===== config.mk =====
export PLATFORM = sky130hd
export DESIGN_NAME = rgb_to_hsv_pixel_converter
export DESIGN_NICKNAME = d
export VERILOG_FILES = /design/src/rtl/core/rthc_pkg.sv /design/src/rtl/core/rthc_front.sv /design/src/rtl/core/rthc_divider.sv /design/src/rtl/core/rgb_to_hsv_pixel_converter.sv
export SDC_FILE = /design/constraint.sdc
export NUM_CORES = 1
export LEC_CHECK = 0
export BUFFER_PORTS_ARGS = -buffer_cell sky130_fd_sc_hd__buf_4
export CAP_MARGIN = 20
export CORE_MARGIN = 2
export CORE_UTILIZATION = 45
export CTS_CLUSTER_DIAMETER = 150
export DETAILED_ROUTE_END_ITERATION = 8
export GPL_ROUTABILITY_DRIVEN = 0
export HOLD_SLACK_MARGIN = 0.08
export SETUP_SLACK_MARGIN = 0.2
export SLEW_MARGIN = 20
export SYNTH_ARGS = -nofsm -noshare
export SYNTH_HDL_FRONTEND = slang
export SYNTH_SLANG_ARGS = --single-unit

===== constraint.sdc =====
create_clock -name clk -period 19 [get_ports clk]
set_clock_uncertainty 0.1 [all_clocks]
set_input_delay 2.85 -clock clk [delete_from_list [all_inputs] [get_ports clk]]
set_output_delay 2.85 -clock clk [all_outputs]
set_load 0.005 [all_outputs]

===== src/rtl/core/rthc_pkg.sv =====
`default_nettype none
// ----------------------------------------------------------------------------
// RGB to HSV converter package
// Payload types, fixed widths and hue angle constants shared by the converter.
// ----------------------------------------------------------------------------
package rthc_pkg;

  localparam int CHANNEL_BITS  = 8;
  localparam int CHANNEL_MAX   = (1 << CHANNEL_BITS) - 1;
  localparam int HUE_BITS      = 15;
  localparam int HUE_FRAC_BITS = 6;

  // Hue numerator stays below 360 degrees times the channel span.
  localparam int HUE_NUM_BITS  = HUE_BITS + CHANNEL_BITS;
  localparam int SAT_NUM_BITS  = 2 * CHANNEL_BITS;

  localparam int DEG60  = 60 << HUE_FRAC_BITS;
  localparam int DEG120 = 120 << HUE_FRAC_BITS;
  localparam int DEG240 = 240 << HUE_FRAC_BITS;
  localparam int DEG360 = 360 << HUE_FRAC_BITS;

  typedef struct packed {
    logic [CHANNEL_BITS-1:0] red;
    logic [CHANNEL_BITS-1:0] green;
    logic [CHANNEL_BITS-1:0] blue;
  } pixel_t;

  typedef struct packed {
    logic [HUE_BITS-1:0]     hue;
    logic [CHANNEL_BITS-1:0] saturation;
    logic [CHANNEL_BITS-1:0] brightness;
  } hsv_t;

  // Offset added to the hue, by sector of the largest channel.
  typedef enum logic [1:0] {
    HUE_BASE_0,
    HUE_BASE_120,
    HUE_BASE_240,
    HUE_BASE_360
  } hue_base_t;

endpackage
`default_nettype wire


===== src/rtl/core/rthc_front.sv =====
`default_nettype none
// ----------------------------------------------------------------------------
// RGB to HSV front end
// Two register stages: max/min and hue sector, then the divider numerators
// and denominators for hue and saturation.
// ----------------------------------------------------------------------------
module rthc_front (
  input  wire logic                                 clk,
  input  wire logic [1:0]                           en,
  input  wire rthc_pkg::pixel_t                     pixel,
  output logic      [rthc_pkg::HUE_NUM_BITS-1:0]    hue_num,
  output logic      [rthc_pkg::CHANNEL_BITS-1:0]    hue_den,
  output logic      [rthc_pkg::SAT_NUM_BITS-1:0]    sat_num,
  output logic      [rthc_pkg::CHANNEL_BITS-1:0]    sat_den,
  output logic      [rthc_pkg::CHANNEL_BITS-1:0]    brightness
);

  localparam int CW  = rthc_pkg::CHANNEL_BITS;
  localparam int HNW = rthc_pkg::HUE_NUM_BITS;
  localparam int SNW = rthc_pkg::SAT_NUM_BITS;

  localparam logic signed [HNW:0] DEG60_S = (HNW+1)'(rthc_pkg::DEG60);

  // stage 1
  logic [CW-1:0]               mx_c;
  logic [CW-1:0]               mn_c;
  logic signed [CW:0]          diff_c;
  rthc_pkg::hue_base_t         base_c;
  logic [CW-1:0]               mx;
  logic [CW-1:0]               span;
  logic signed [CW:0]          diff;
  rthc_pkg::hue_base_t         base;

  // stage 2
  logic [HNW-1:0]              base_term;
  logic signed [HNW:0]         diff_term;
  logic signed [HNW:0]         hue_sum;

  always_comb begin
    mx_c = pixel.red;
    mn_c = pixel.red;
    if (pixel.green > mx_c) mx_c = pixel.green;
    if (pixel.blue > mx_c) mx_c = pixel.blue;
    if (pixel.green < mn_c) mn_c = pixel.green;
    if (pixel.blue < mn_c) mn_c = pixel.blue;

    // red wins ties, then green
    if (mx_c == pixel.red) begin
      diff_c = $signed({1'b0, pixel.green}) - $signed({1'b0, pixel.blue});
      base_c = (pixel.green < pixel.blue) ? rthc_pkg::HUE_BASE_360 : rthc_pkg::HUE_BASE_0;
    end else if (mx_c == pixel.green) begin
      diff_c = $signed({1'b0, pixel.blue}) - $signed({1'b0, pixel.red});
      base_c = rthc_pkg::HUE_BASE_120;
    end else begin
      diff_c = $signed({1'b0, pixel.red}) - $signed({1'b0, pixel.green});
      base_c = rthc_pkg::HUE_BASE_240;
    end
  end

  always_ff @(posedge clk) begin
    if (en[0]) begin
      mx   <= mx_c;
      span <= mx_c - mn_c;
      diff <= diff_c;
      base <= base_c;
    end
  end

  always_comb begin
    case (base)
      rthc_pkg::HUE_BASE_0:   base_term = '0;
      rthc_pkg::HUE_BASE_120: base_term = HNW'(span) * HNW'(rthc_pkg::DEG120);
      rthc_pkg::HUE_BASE_240: base_term = HNW'(span) * HNW'(rthc_pkg::DEG240);
      rthc_pkg::HUE_BASE_360: base_term = HNW'(span) * HNW'(rthc_pkg::DEG360);
      default:                base_term = '0;
    endcase
    diff_term = (HNW+1)'(diff) * DEG60_S;
    hue_sum   = $signed({1'b0, base_term}) + diff_term;
  end

  // A grey or black pixel gives a zero numerator: divide by one to get zero.
  always_ff @(posedge clk) begin
    if (en[1]) begin
      hue_num    <= hue_sum[HNW-1:0];
      hue_den    <= (span == '0) ? CW'(1) : span;
      sat_num    <= SNW'(span) * SNW'(rthc_pkg::CHANNEL_MAX);
      sat_den    <= (mx == '0) ? CW'(1) : mx;
      brightness <= mx;
    end
  end

endmodule
`default_nettype wire


===== src/rtl/core/rthc_divider.sv =====
`default_nettype none
// ----------------------------------------------------------------------------
// RGB to HSV pipelined divider
// Restoring division, a few quotient bits per register stage. The quotient
// must fit in QUO_W bits, so the numerator's top bits start as remainder.
// ----------------------------------------------------------------------------
module rthc_divider #(
  parameter int NUM_W  = 23,
  parameter int DEN_W  = 8,
  parameter int QUO_W  = 15,
  parameter int STAGES = 4
) (
  input  wire logic              clk,
  input  wire logic [STAGES-1:0] en,
  input  wire logic [NUM_W-1:0]  num,
  input  wire logic [DEN_W-1:0]  den,
  output logic      [QUO_W-1:0]  quo
);

  localparam int STEPS = (QUO_W + STAGES - 1) / STAGES;

  logic [DEN_W-1:0] rem_q [STAGES-1];
  logic [QUO_W-1:0] low_q [STAGES-1];
  logic [QUO_W-1:0] part_q[STAGES-1];
  logic [DEN_W-1:0] den_q [STAGES-1];

  for (genvar k = 0; k < STAGES; k++) begin : g_stage
    logic [DEN_W-1:0] rem_in;
    logic [QUO_W-1:0] low_in;
    logic [QUO_W-1:0] part_in;
    logic [DEN_W-1:0] den_in;
    logic [DEN_W-1:0] rem_c;
    logic [QUO_W-1:0] low_c;
    logic [QUO_W-1:0] part_c;

    if (k == 0) begin : g_load
      assign rem_in  = DEN_W'(num[NUM_W-1:QUO_W]);
      assign low_in  = num[QUO_W-1:0];
      assign part_in = '0;
      assign den_in  = den;
    end else begin : g_chain
      assign rem_in  = rem_q[k-1];
      assign low_in  = low_q[k-1];
      assign part_in = part_q[k-1];
      assign den_in  = den_q[k-1];
    end

    always_comb begin
      logic [DEN_W:0] trial;
      rem_c  = rem_in;
      low_c  = low_in;
      part_c = part_in;
      trial  = '0;
      for (int j = 0; j < STEPS; j++) begin
        if (k * STEPS + j < QUO_W) begin
          trial = {rem_c, low_c[QUO_W-1]};
          low_c = low_c << 1;
          if (trial >= {1'b0, den_in}) begin
            rem_c  = DEN_W'(trial - {1'b0, den_in});
            part_c = {part_c[QUO_W-2:0], 1'b1};
          end else begin
            rem_c  = trial[DEN_W-1:0];
            part_c = {part_c[QUO_W-2:0], 1'b0};
          end
        end
      end
    end

    if (k < STAGES - 1) begin : g_mid
      always_ff @(posedge clk) begin
        if (en[k]) begin
          rem_q[k]  <= rem_c;
          low_q[k]  <= low_c;
          part_q[k] <= part_c;
          den_q[k]  <= den_in;
        end
      end
    end else begin : g_last
      always_ff @(posedge clk) begin
        if (en[k]) begin
          quo <= part_c;
        end
      end
    end
  end

endmodule
`default_nettype wire


===== src/rtl/core/rgb_to_hsv_pixel_converter.sv =====
`default_nettype none
// ----------------------------------------------------------------------------
// RGB to HSV pixel converter
// Converts one RGB pixel per clock, while hsv_ready is high, into hue
// (degrees x 64), saturation and value (brightness).
//
// Usage:
//   pixel / pixel_valid / pixel_ready : input items, red, green and blue.
//   hsv / hsv_valid / hsv_ready       : result items, one per pixel, in order.
//   Throughput is one item per cycle while hsv_ready is high. The item passes
//   DIV_STAGES + 2 register stages: two front stages (max/min and sector,
//   then numerators), then DIV_STAGES stages of the hue and saturation
//   dividers, each retiring a few quotient bits per stage.
//   Every stage holds its own valid bit; a stage takes a new item when it is
//   empty or the stage after it moves, so bubbles close up while hsv_ready is
//   low and pixel_ready drops only once every stage holds an item.
//   The final divider stage is the output register: a stalled result holds.
//   Synchronous reset clears all valid bits; data registers are not reset.
// ----------------------------------------------------------------------------
module rgb_to_hsv_pixel_converter #(
  parameter int DIV_STAGES = 4
) (
  input  wire logic             clk,
  input  wire logic             rst,
  input  wire logic             pixel_valid,
  output logic                  pixel_ready,
  input  wire rthc_pkg::pixel_t pixel,
  output logic                  hsv_valid,
  input  wire logic             hsv_ready,
  output rthc_pkg::hsv_t        hsv
);

  localparam int CW    = rthc_pkg::CHANNEL_BITS;
  localparam int PIPE  = DIV_STAGES + 2;

  logic [PIPE-1:0] valid;
  logic [PIPE-1:0] valid_next;
  logic [PIPE-1:0] en;

  logic [rthc_pkg::HUE_NUM_BITS-1:0] hue_num;
  logic [CW-1:0]                     hue_den;
  logic [rthc_pkg::SAT_NUM_BITS-1:0] sat_num;
  logic [CW-1:0]                     sat_den;
  logic [CW-1:0]                     front_bright;
  logic [rthc_pkg::HUE_BITS-1:0]     hue_quo;
  logic [CW-1:0]                     sat_quo;
  logic [CW-1:0]                     bright [DIV_STAGES];

  // advance a stage when it is empty or its successor advances
  always_comb begin
    en[PIPE-1] = !valid[PIPE-1] || hsv_ready;
    for (int i = PIPE - 2; i >= 0; i--) begin
      en[i] = !valid[i] || en[i+1];
    end
    valid_next = {valid[PIPE-2:0], pixel_valid};
  end

  always_ff @(posedge clk) begin
    if (rst) begin
      valid <= '0;
    end else begin
      for (int i = 0; i < PIPE; i++) begin
        if (en[i]) valid[i] <= valid_next[i];
      end
    end
  end

  assign pixel_ready = en[0];
  assign hsv_valid   = valid[PIPE-1];

  rthc_front u_front (
    .clk        (clk),
    .en         (en[1:0]),
    .pixel      (pixel),
    .hue_num    (hue_num),
    .hue_den    (hue_den),
    .sat_num    (sat_num),
    .sat_den    (sat_den),
    .brightness (front_bright)
  );

  rthc_divider #(
    .NUM_W  (rthc_pkg::HUE_NUM_BITS),
    .DEN_W  (CW),
    .QUO_W  (rthc_pkg::HUE_BITS),
    .STAGES (DIV_STAGES)
  ) u_hue_div (
    .clk (clk),
    .en  (en[PIPE-1:2]),
    .num (hue_num),
    .den (hue_den),
    .quo (hue_quo)
  );

  rthc_divider #(
    .NUM_W  (rthc_pkg::SAT_NUM_BITS),
    .DEN_W  (CW),
    .QUO_W  (CW),
    .STAGES (DIV_STAGES)
  ) u_sat_div (
    .clk (clk),
    .en  (en[PIPE-1:2]),
    .num (sat_num),
    .den (sat_den),
    .quo (sat_quo)
  );

  // carry brightness alongside the dividers
  always_ff @(posedge clk) begin
    if (en[2]) bright[0] <= front_bright;
    for (int k = 1; k < DIV_STAGES; k++) begin
      if (en[k+2]) bright[k] <= bright[k-1];
    end
  end

  assign hsv.hue        = hue_quo;
  assign hsv.saturation = sat_quo;
  assign hsv.brightness = bright[DIV_STAGES-1];

endmodule
`default_nettype wire

# Word level (Yosys, flattened, before mapping)
# Memory sizes are Yosys's and may differ from the RTL's. A register that Yosys moved wholly into a read port is not among the register bits.
# Cells that the tools add are included.
[op_classes]
reduce_logical = 15
magnitude_cmp = 28
n_mux = 62
eq_ne = 5
add_sub_neg = 26
n_mul = 5
[ops]
columns = ["cell", "n"]
rows = [
  ["greater-or-equal comparator 9 x 8 -> 1 bit", 23],
  ["two-way mux 8 bit", 25],
  ["subtractor 8 bit", 22],
  ["one-hot mux 23 bit (4 select lines)", 1],
  ["two-way mux 1 bit", 31],
  ["subtractor 8 x 8 -> 9 bit", 3],
  ["less-than comparator 8 bit", 3],
  ["multiplier 8 x 4 -> 12 bit, second input constant", 2],
  ["adder 23 bit", 1],
  ["two-way mux 9 bit", 2],
  ["== test 8 bit", 2],
  ["> comparator 8 bit", 2],
  ["logical NOT 8 bit", 2],
  ["multiplier 8 x 8 -> 16 bit, second input constant", 1],
  ["multiplier 8 x 6 -> 14 bit, second input constant", 1],
  ["multiplier 9 x 5 -> 14 bit, second input constant", 1],
  ["logical NOT 1 bit", 6],
  ["logical OR 1 bit", 6],
  ["two-way mux 2 bit", 3],
  ["== test 2 bit, second input constant", 2],
  ["== test 2 x 1 -> 1 bit, second input constant", 1],
  ["logical NOT 2 bit", 1],
]
[word_totals]
out_inout_bits = 33
wordCells = 167
memories = 9
inputBits = 28
ff_bits = 119
mem_bits_rw = 248
[mem_list]
columns = ["name", "words", "width", "read_ports", "rd_ports_with_merged_regs", "write_ports", "line_no", "rtl"]
rows = [
  ["u_hue_div.part_q", 3, 15, 3, 1, 3, "rthc_divider.sv:24", "logic [QUO_W-1:0] part_q[STAGES-1];"],
  ["u_hue_div.low_q", 3, 11, 3, 0, 3, "rthc_divider.sv:23", "logic [QUO_W-1:0] low_q [STAGES-1];"],
  ["bright", 4, 8, 4, 0, 4, "rgb_to_hsv_pixel_converter.sv:47", "logic [CW-1:0] bright [DIV_STAGES];"],
  ["u_hue_div.den_q", 3, 8, 3, 0, 3, "rthc_divider.sv:25", "logic [DEN_W-1:0] den_q [STAGES-1];"],
  ["u_hue_div.rem_q", 3, 8, 3, 0, 3, "rthc_divider.sv:22", "logic [DEN_W-1:0] rem_q [STAGES-1];"],
  ["u_sat_div.den_q", 3, 8, 3, 0, 3, "rthc_divider.sv:25", ""],
  ["+3 memories", "-", "-", "-", "-", "-", "-", ""],
]

# Logic depth before layout (Yosys ltp)
# Gate-level depths: netlist (run 1).
# An unclocked memory read counts as a cell.
[logic_depth]
word_depth = 9
ltp_mapped = 39
ltp_nobuf = 38

# Cells and area by module
# From an unflattened synthesis (run 1), not the netlist that was laid out.
[unflattened]
hier_cells = 2569
hier_area_um2 = 26395.3
[modules_own_cells]
columns = ["module", "instances", "area_each_um2", "cells_per_inst", "seq_area_each_um2"]
rows = [
  ["rthc_front", 1, 9932.0, 1029, 2462.4],
  ["rthc_divider (u_hue_div)", 1, 9522.9, 968, 3243.1],
  ["rthc_divider (u_sat_div)", 1, 5753.0, 514, 2402.3],
  ["rgb_to_hsv_pixel_converter", 1, 1187.4, 58, 1081.0],
]

# Least setup slack after synthesis (run 1)
# No wires, ideal clock.
[synth_path]
kind = "register -> register"
startpoint = "register u_front.hue_den[1] (netlist bit)"
endpoint = "memory u_hue_div.rem_q[0][4], data pin"
setup_time_ns = 0.279
path_buffers = 3
stages_incl_launch_ff = 38
t_arrival_ns = 8.042
period_less_slack_ns = 8.421
required_time_ns = 18.621
setup_slack_ns = 10.579
path_cell_list = "edfxtp_1 > inv_1 > ha_1 > nor2b_1 > o2111ai_2 > a41oi_2 > o41ai_4 > clkbuf_1 > nor2_1 > a21oi_1 > inv_1 > ha_1 > nor2b_1 > o21ai_0 > nand3_1 > nand3_1 > o2111ai_1 > buf_2 > [2 not listed] > nor2b_1 > o21ai_0 > a21oi_1 > o41ai_1 > o21ai_0 > a21oi_1 > nand2_2 > clkbuf_1 > a21oi_1 > ha_1 > nor2b_1 > o21ai_0 > a21oi_1 > o41ai_1 > a21oi_1 > a211oi_2 > o21bai_2 > o221ai_1"
[synth_lines]
columns = ["item", "line_no", "rtl"]
rows = [
  ["from (decl)", "rthc_front.sv:12", "output logic [rthc_pkg::CHANNEL_BITS-1:0] hue_den,"],
  ["from (signal assigned)", "rthc_front.sv:85", "hue_den <= (span == '0) ? CW'(1) : span;"],
  ["to (decl)", "rthc_divider.sv:22", ""],
]

==> reports/qor.yml, run 1 <==
clock_tree:
  clk_pin_slew_ps: 60
  cts_tree: "yes"
  cts_hold_buf: 0
  cts_buffers: 35
  ctsResizeCount: 0
  root_buffer: "clkbuf_16"
  post_cts_buffers: 0
  h-tree-depth: 2
  clock_latency_ps: 540
  clock-sinks: 290
  cts_max_path_buffers: 3
drt:
  drt_wl_total_um: 54500
  vias_per_cell: 5.48
  drcViolationCount: 0
  vias: 18130
  drt_iter0_drc: 1102
  wl_per_cell_um: 16.5
  ant_nets: 0
  dr.pass1.iters: 6
sta:
  finalMaxSlewViolations: 0
  relSlewSlack_pct: 35.3
  period_minus_slack_ps: 10230
  setup_slack_ps: 8770
  hold_ws_ps: 311
  final_hold_viol_count: 0
  rsz0062_at_grt: "no"
  finalSetupViolCount: 0
  final.setup.tns_ps: 0
  worst_slew_pin_slew_ps: 971
  fmax_mhz: 97.7
  finalCritPeriodShare_pct: 53.9
synthesis:
  yosysSeqAreaShare_pct: 34.4
  syn-mean-instance-area_um2: 10.2
  synth_cells: 2460
  synthMuxAreaShare_pct: 5.59
  syn_nets: 2902
  async_reset_ff_share_pct: 0
  syn_area_um2: 25100
  synth.area.top_cells: "edfxtp_1 (34%), ha_1 (17%), fa_1 (6.5%), inv_1 (4.9%), xnor2_1 (4.1%)"
  synth_edf_count: 284
  synth-main-ff-cell: "edfxtp_1"
  synth_cell_types: 89
  synthTopCellsByCount: "ha_1 (332), inv_1 (326), edfxtp_1 (284)"
  synth_top_area_share_pct: 33.9
  yosys.cell_count.top_type: "ha_1"
  synth-seq-cells: 290
  yosys_warnings: 0
  synth.largest_area_cell: "edfxtp_1"
  synthXorXnorAreaFrac_pct: 6.27
  yosys.area_share.simple_pct: 10.3
  synthAdderAreaFrac_pct: 23.1
  synth_top_family_by_area: "adder cells"
  synth_compound_area_share_pct: 14.8
floorplanning:
  die_w_um: 240
  fp-row-count: 86
  ios: 61
  die_area_um2: 57700
  die_h_um: 240
  coreArea_um2: 55200
  start_util_pct: 45.5
global_route:
  grt_use_total_pct: 19.1
  grt.overflow.total: 0
  grt_max_degree: 57
  antenna_found_initial: 0
  grt_pass1_vias: 18308
  grt_pass1_wl_um: 89800
critical_path:
  ff2ff_setup_slack_ps: 8770
  cp_data_arrival_time_ps: 10420
  critPathLaunchType: "flip-flop"
  path_class: "flip-flop to flip-flop"
  required_ps: 19190
  endpoint_kind: "flip-flop"
  crit_fanout: 12
  slowest_stage: "nor3_1"
  worst_path_largest_cell_delay_ps: 650
finish:
  final_cells: 3308
  final_nets: 2977
  syn_to_final_growth_pct: 10.5
  nFillCells: 4991
  diodes: 0
  drive_above_1_share_pct: 9.41
placed_design:
  dp_hpwl_um: 43500
  io_buffers: 60
  place_inst: 3246
  place_ws_ps: 8980
worst_hold_path:
  hold_class: "flip-flop to flip-flop"
flow_run:
  max_cap_violations: 0
run_status:
  status: "finished clean"
-- state kept, by name, summed over array words and instances, names as in the netlist, 9 cells and up --
register,cells
bright,32
u_hue_div.den_q,24
u_hue_div.part_q,24
u_hue_div.rem_q,24
u_sat_div.den_q,24
u_sat_div.rem_q,24
u_front.sat_num,16
u_front.hue_num,15
u_hue_div.quo,15
u_sat_div.low_q,12
u_sat_div.part_q,12
u_front.diff,9
-- layout make-up --
| class | count | area [um2] | share of cell area, % |
|---|---|---|---|
| Clock buffer | 37 | 905 | 3.26 |
| Tap cell | 748 | 936 | 3.37 |
| Timing Repair Buffer | 72 | 541 | 1.95 |
| Multi-Input combinational cell | 1809 | 15100 | 54.5 |
| Inverter | 327 | 1230 | 4.42 |
| Clock inverter | 25 | 389 | 1.40 |
| Sequential cell | 290 | 8650 | 31.1 |
-- worst max-delay path, delay by kind of cell (launching register included) --
| kind | cells | cell delay (ps) |
|---|---|---|
| compound gates | 19 | 5200 |
| fa+ha+maj | 4 | 1190 |
| buf+inv | 3 | 640 |
| flops | 1 | 510 |
| mux | 1 | 340 |
| simple gates | 8 | 2020 |
-- metrics by stage --
stage	utilization (%)	cell area, um2
6_report	50.3	27800
3_5_place_dp	47.9	26500
5_1_grt	50.3	27800
2_1_floorplan	-	25100
4_1_cts	50.3	27800
3_3_place_gp	47.9	26500
-- layout by cell type, fill, tap and decap left out, types with 8 or more instances in the layout --
cell type	netlist	routed
o31ai_1	9	9
a31oi_1	8	8
nand3_1	40	39
a21o_1	60	60
o21bai_1	19	19
o21a_1	37	37
buf_4	1	72
o22ai_1	11	11
clkbuf_16	0	36
or2_2	8	8
and2_1	19	19
fa_1	82	82
nor2_1	161	161
a21boi_0	19	19
edfxtp_1	284	284
nor3_1	35	35
a21oi_1	139	139
inv_1	326	325
bufinv_16	0	9
or3_1	12	12
mux2_2	70	70
nand2_1	115	113
o21ai_0	135	135
nor2b_1	51	51
xnor2_1	118	118
and4_1	8	8
a211oi_1	16	16
xor2_1	62	62
nand2b_1	29	29
mux2i_1	56	56
o221ai_1	11	11
ha_1	332	332
nand4_1	23	23
o211ai_1	10	10
-- layer usage --
metal / up-vias / global-route usage [%] / routed length, um
met2: 357 / 33.2 / 26200
met5: - / 0 / 0
met1: 8722 / 24.9 / 25100
li1: 8975 / - / -
met4: 0 / 5.53 / 1100
met3: 76 / 2.24 / 2050
-- cells by family after synthesis --
group | after synthesis
buffers and inverters | 361
multiplexers | 130
flip-flops | 290
AO/OA/AOI/OAI | 554
AND/OR/NAND/NOR | 531
adder cells (fa/ha/maj) | 414
XOR/XNOR | 180
-- worst paths after layout --
check,start,end,depth (start not counted)
max,u_hue_div.den_q[0][1]$_DFFE_PP_,u_hue_div.rem_q[0][10]$_DFFE_PP_,35
min,bright[0][1]$_DFFE_PP_,bright[1][1]$_DFFE_PP_,0
max reg2reg,u_hue_div.den_q[0][1]$_DFFE_PP_,u_hue_div.rem_q[0][10]$_DFFE_PP_,35
min reg2reg,bright[0][1]$_DFFE_PP_,bright[1][1]$_DFFE_PP_,0
Power of run 1 is left out: the tool's default activity adds up to more than one toggle a clock period on the data nets, which glitch-free logic cannot reach.
==> run 2, diff against run 1 <==
clock period = 8.9 ns   (was 19 ns; I/O delays follow)
==> run 2 against run 1 <==
Flip-flop and latch count did not move. First-iteration DRC count decreased by 13%. Routed wire length up 1.9%. Sequential share of layout area down 0.43 points. Final cell count up 1.2%. Non-clock buffer count is 39 higher. Register-to-register slack got worse by 8100 ps. Design area rose by 1.4%. Clock-buffer cell count grew 5. Global-route usage increased by 0.36 points. Utilization increased by 0.71 points. Critical path type unchanged.
==> reports/qor.yml, run 2 (synthesized netlist as in run 1, its figures left out) <==
sta:
  worst_slew_pin_slew_ps: 950
  period_minus_slack_ps: 8270
  finalMaxSlewViolations: 0
  final_hold_viol_count: 0
  rsz0062_at_grt: "no"
  finalCritPeriodShare_pct: 92.9
  hold_ws_ps: 288
  finalSetupViolCount: 0
  relSlewSlack_pct: 36.7
  fmax_mhz: 121
clock_tree:
  h-tree-depth: 2
  cts_max_path_buffers: 3
  clock-sinks: 290
  clock_latency_ps: 550
  cts_buffers: 36
  root_buffer: "clkbuf_16"
  cts_tree: "yes"
  clk_pin_slew_ps: 60
  cts_hold_buf: 0
global_route:
  grt_pass1_wl_um: 91300
  grt.overflow.total: 0
  grt_max_degree: 57
  grt_pass1_vias: 18500
  grt_use_total_pct: 19.4
  antenna_found_initial: 0
placed_design:
  dp_hpwl_um: 43700
  io_buffers: 60
  post_dp_cell_area_um2: 26600
flow_run:
  max_cap_violations: 0
critical_path:
  worst_path_largest_cell_delay_ps: 440
  ff2ff_setup_slack_ps: 630
  required_ps: 9110
  reg2reg_depth: 35
  critPathLaunchType: "flip-flop"
  path_class: "flip-flop to flip-flop"
  r2r_start: "u_hue_div.den_q[0][5]$_DFFE_PP_"
  cp_data_arrival_time_ps: 8480
  endpoint_kind: "flip-flop"
  crit_fanout: 9
  slowest_stage: "o41ai_2"
  critPathMostFrequentCell: "ha_1"
  r2r_end: "u_hue_div.rem_q[0][8]$_SDFFCE_PN0P_"
floorplanning:
  die_h_um: 240
  start_util_pct: 45.5
  ios: 61
  coreArea_um2: 55200
  fp-row-count: 86
  die_w_um: 240
  die_area_um2: 57700
finish:
  layout_commonest_cell: "ha_1"
  largest_reg_flops: 32
  regArea_um2: 8650
  top_register: "bright"
  syn_to_final_growth_pct: 12.1
  final_nets: 3017
  drive_above_1_share_pct: 11.9
  nFillCells: 5040
  diodes: 0
  final_cell_mix: "ha_1 (332), inv_1 (318), edfxtp_1 (284)"
  multi_input_area_um2: 15300
  final_area_um2: 28200
drt:
  drcViolationCount: 0
  wl_per_cell_um: 16.6
  drt_wl_total_um: 55500
  vias_per_cell: 5.43
  drt_iter0_drc: 961
  vias: 18170
  wl_met3_um: 1820
  ant_nets: 0
  wl_met1_um: 25500
  highest_layer: "met4"
  dr.pass1.iters: 5
  dr_wl_met2_um: 26900
worst_hold_path:
  holdCritStartpoint: "u_hue_div.part_q[2][7]$_DFFE_PP_"
  hold_class: "flip-flop to flip-flop"
  holdPathEnd: "u_hue_div.quo[10]$_DFFE_PP_"
  hold_depth: 0
run_status:
  status: "finished clean"
## run 2: cell types whose count changed in the layout (fill, tap and decap cells not counted), moves of 4 or more
cell and delta:
inv_1 -7, a21oi_1 -4, o21ai_0 -4, o41ai_1 -4
inv_2 +7, o41ai_2 +4, mux2i_1 -4, a21oi_2 +4
mux2i_2 +4, bufinv_16 -6, buf_4 +36
## run 2: final cells by class
class	instances	area share, %
inverter	327	4.36
tap	748	3.32
clock buffer	42	3.43
clock inverter	22	0.786
multi-input combinational	1809	54.4
timing repair buffer	111	3.03
sequential	290	30.7
## run 2: how the worst max path moves through the flow
stage	from	end	slack [ps]	cells after the start
6_report	u_hue_div.den_q[0][5]$_DFFE_PP_	u_hue_div.rem_q[0][8]$_SDFFCE_PN0P_	630	35
3_3_place_gp	u_hue_div.den_q[0][5]$_DFFE_PP_	u_hue_div.rem_q[0][13]$_DFFE_PP_	260	35
2_1_floorplan	u_front.hue_den[1]$_SDFFCE_PN0P_	u_hue_div.rem_q[0][4]$_DFFE_PP_	480	37
5_1_grt	u_hue_div.den_q[0][5]$_DFFE_PP_	u_hue_div.rem_q[0][8]$_SDFFCE_PN0P_	140	36
3_5_place_dp	u_hue_div.den_q[0][5]$_DFFE_PP_	u_hue_div.rem_q[0][13]$_DFFE_PP_	-140	35
4_1_cts	u_hue_div.den_q[0][5]$_DFFE_PP_	u_hue_div.rem_q[0][13]$_DFFE_PP_	200	36
## run 2: worst max-delay path: cells and delay by family, from the launching register on
family                   cells  cell delay (ps)
AO/OA/AOI/OAI               18             3950
adder cells (fa/ha/maj)      4             1250
AND/OR/NAND/NOR              5              880
buffers and inverters        6              770
multiplexers                 2              650
flip-flops                   1              400
## run 2: metrics by stage
step | util, % | cells | setup slack, ps | TNS, ps
2_1_floorplan | - | 2460 | 479 | 0
3_3_place_gp | 48.2 | 3265 | 262 | 0
3_5_place_dp | 48.2 | 3265 | -141 | -822
4_1_cts | 50.4 | 3329 | 199 | 0
5_1_grt | 51.0 | 3349 | 140 | 0
6_report | 51.0 | 3349 | 629 | 0
## run 2: timing repair
action                                  in CTS  in global routing
buffers inserted                             0                 20
resized for setup                            5                 43
pin swaps                                    0                 15
endpoints found under the setup margin      13                 26
## run 2: layer usage
| metal | GRT usage (%) | up-vias |
|---|---|---|
| met3 | 2.47 | 92 |
| met2 | 33.8 | 293 |
| met1 | 25.3 | 8737 |
| met4 | 5.70 | 0 |
| met5 | 0 | - |
| li1 | - | 9048 |
Power of run 2 is left out for the same reason.
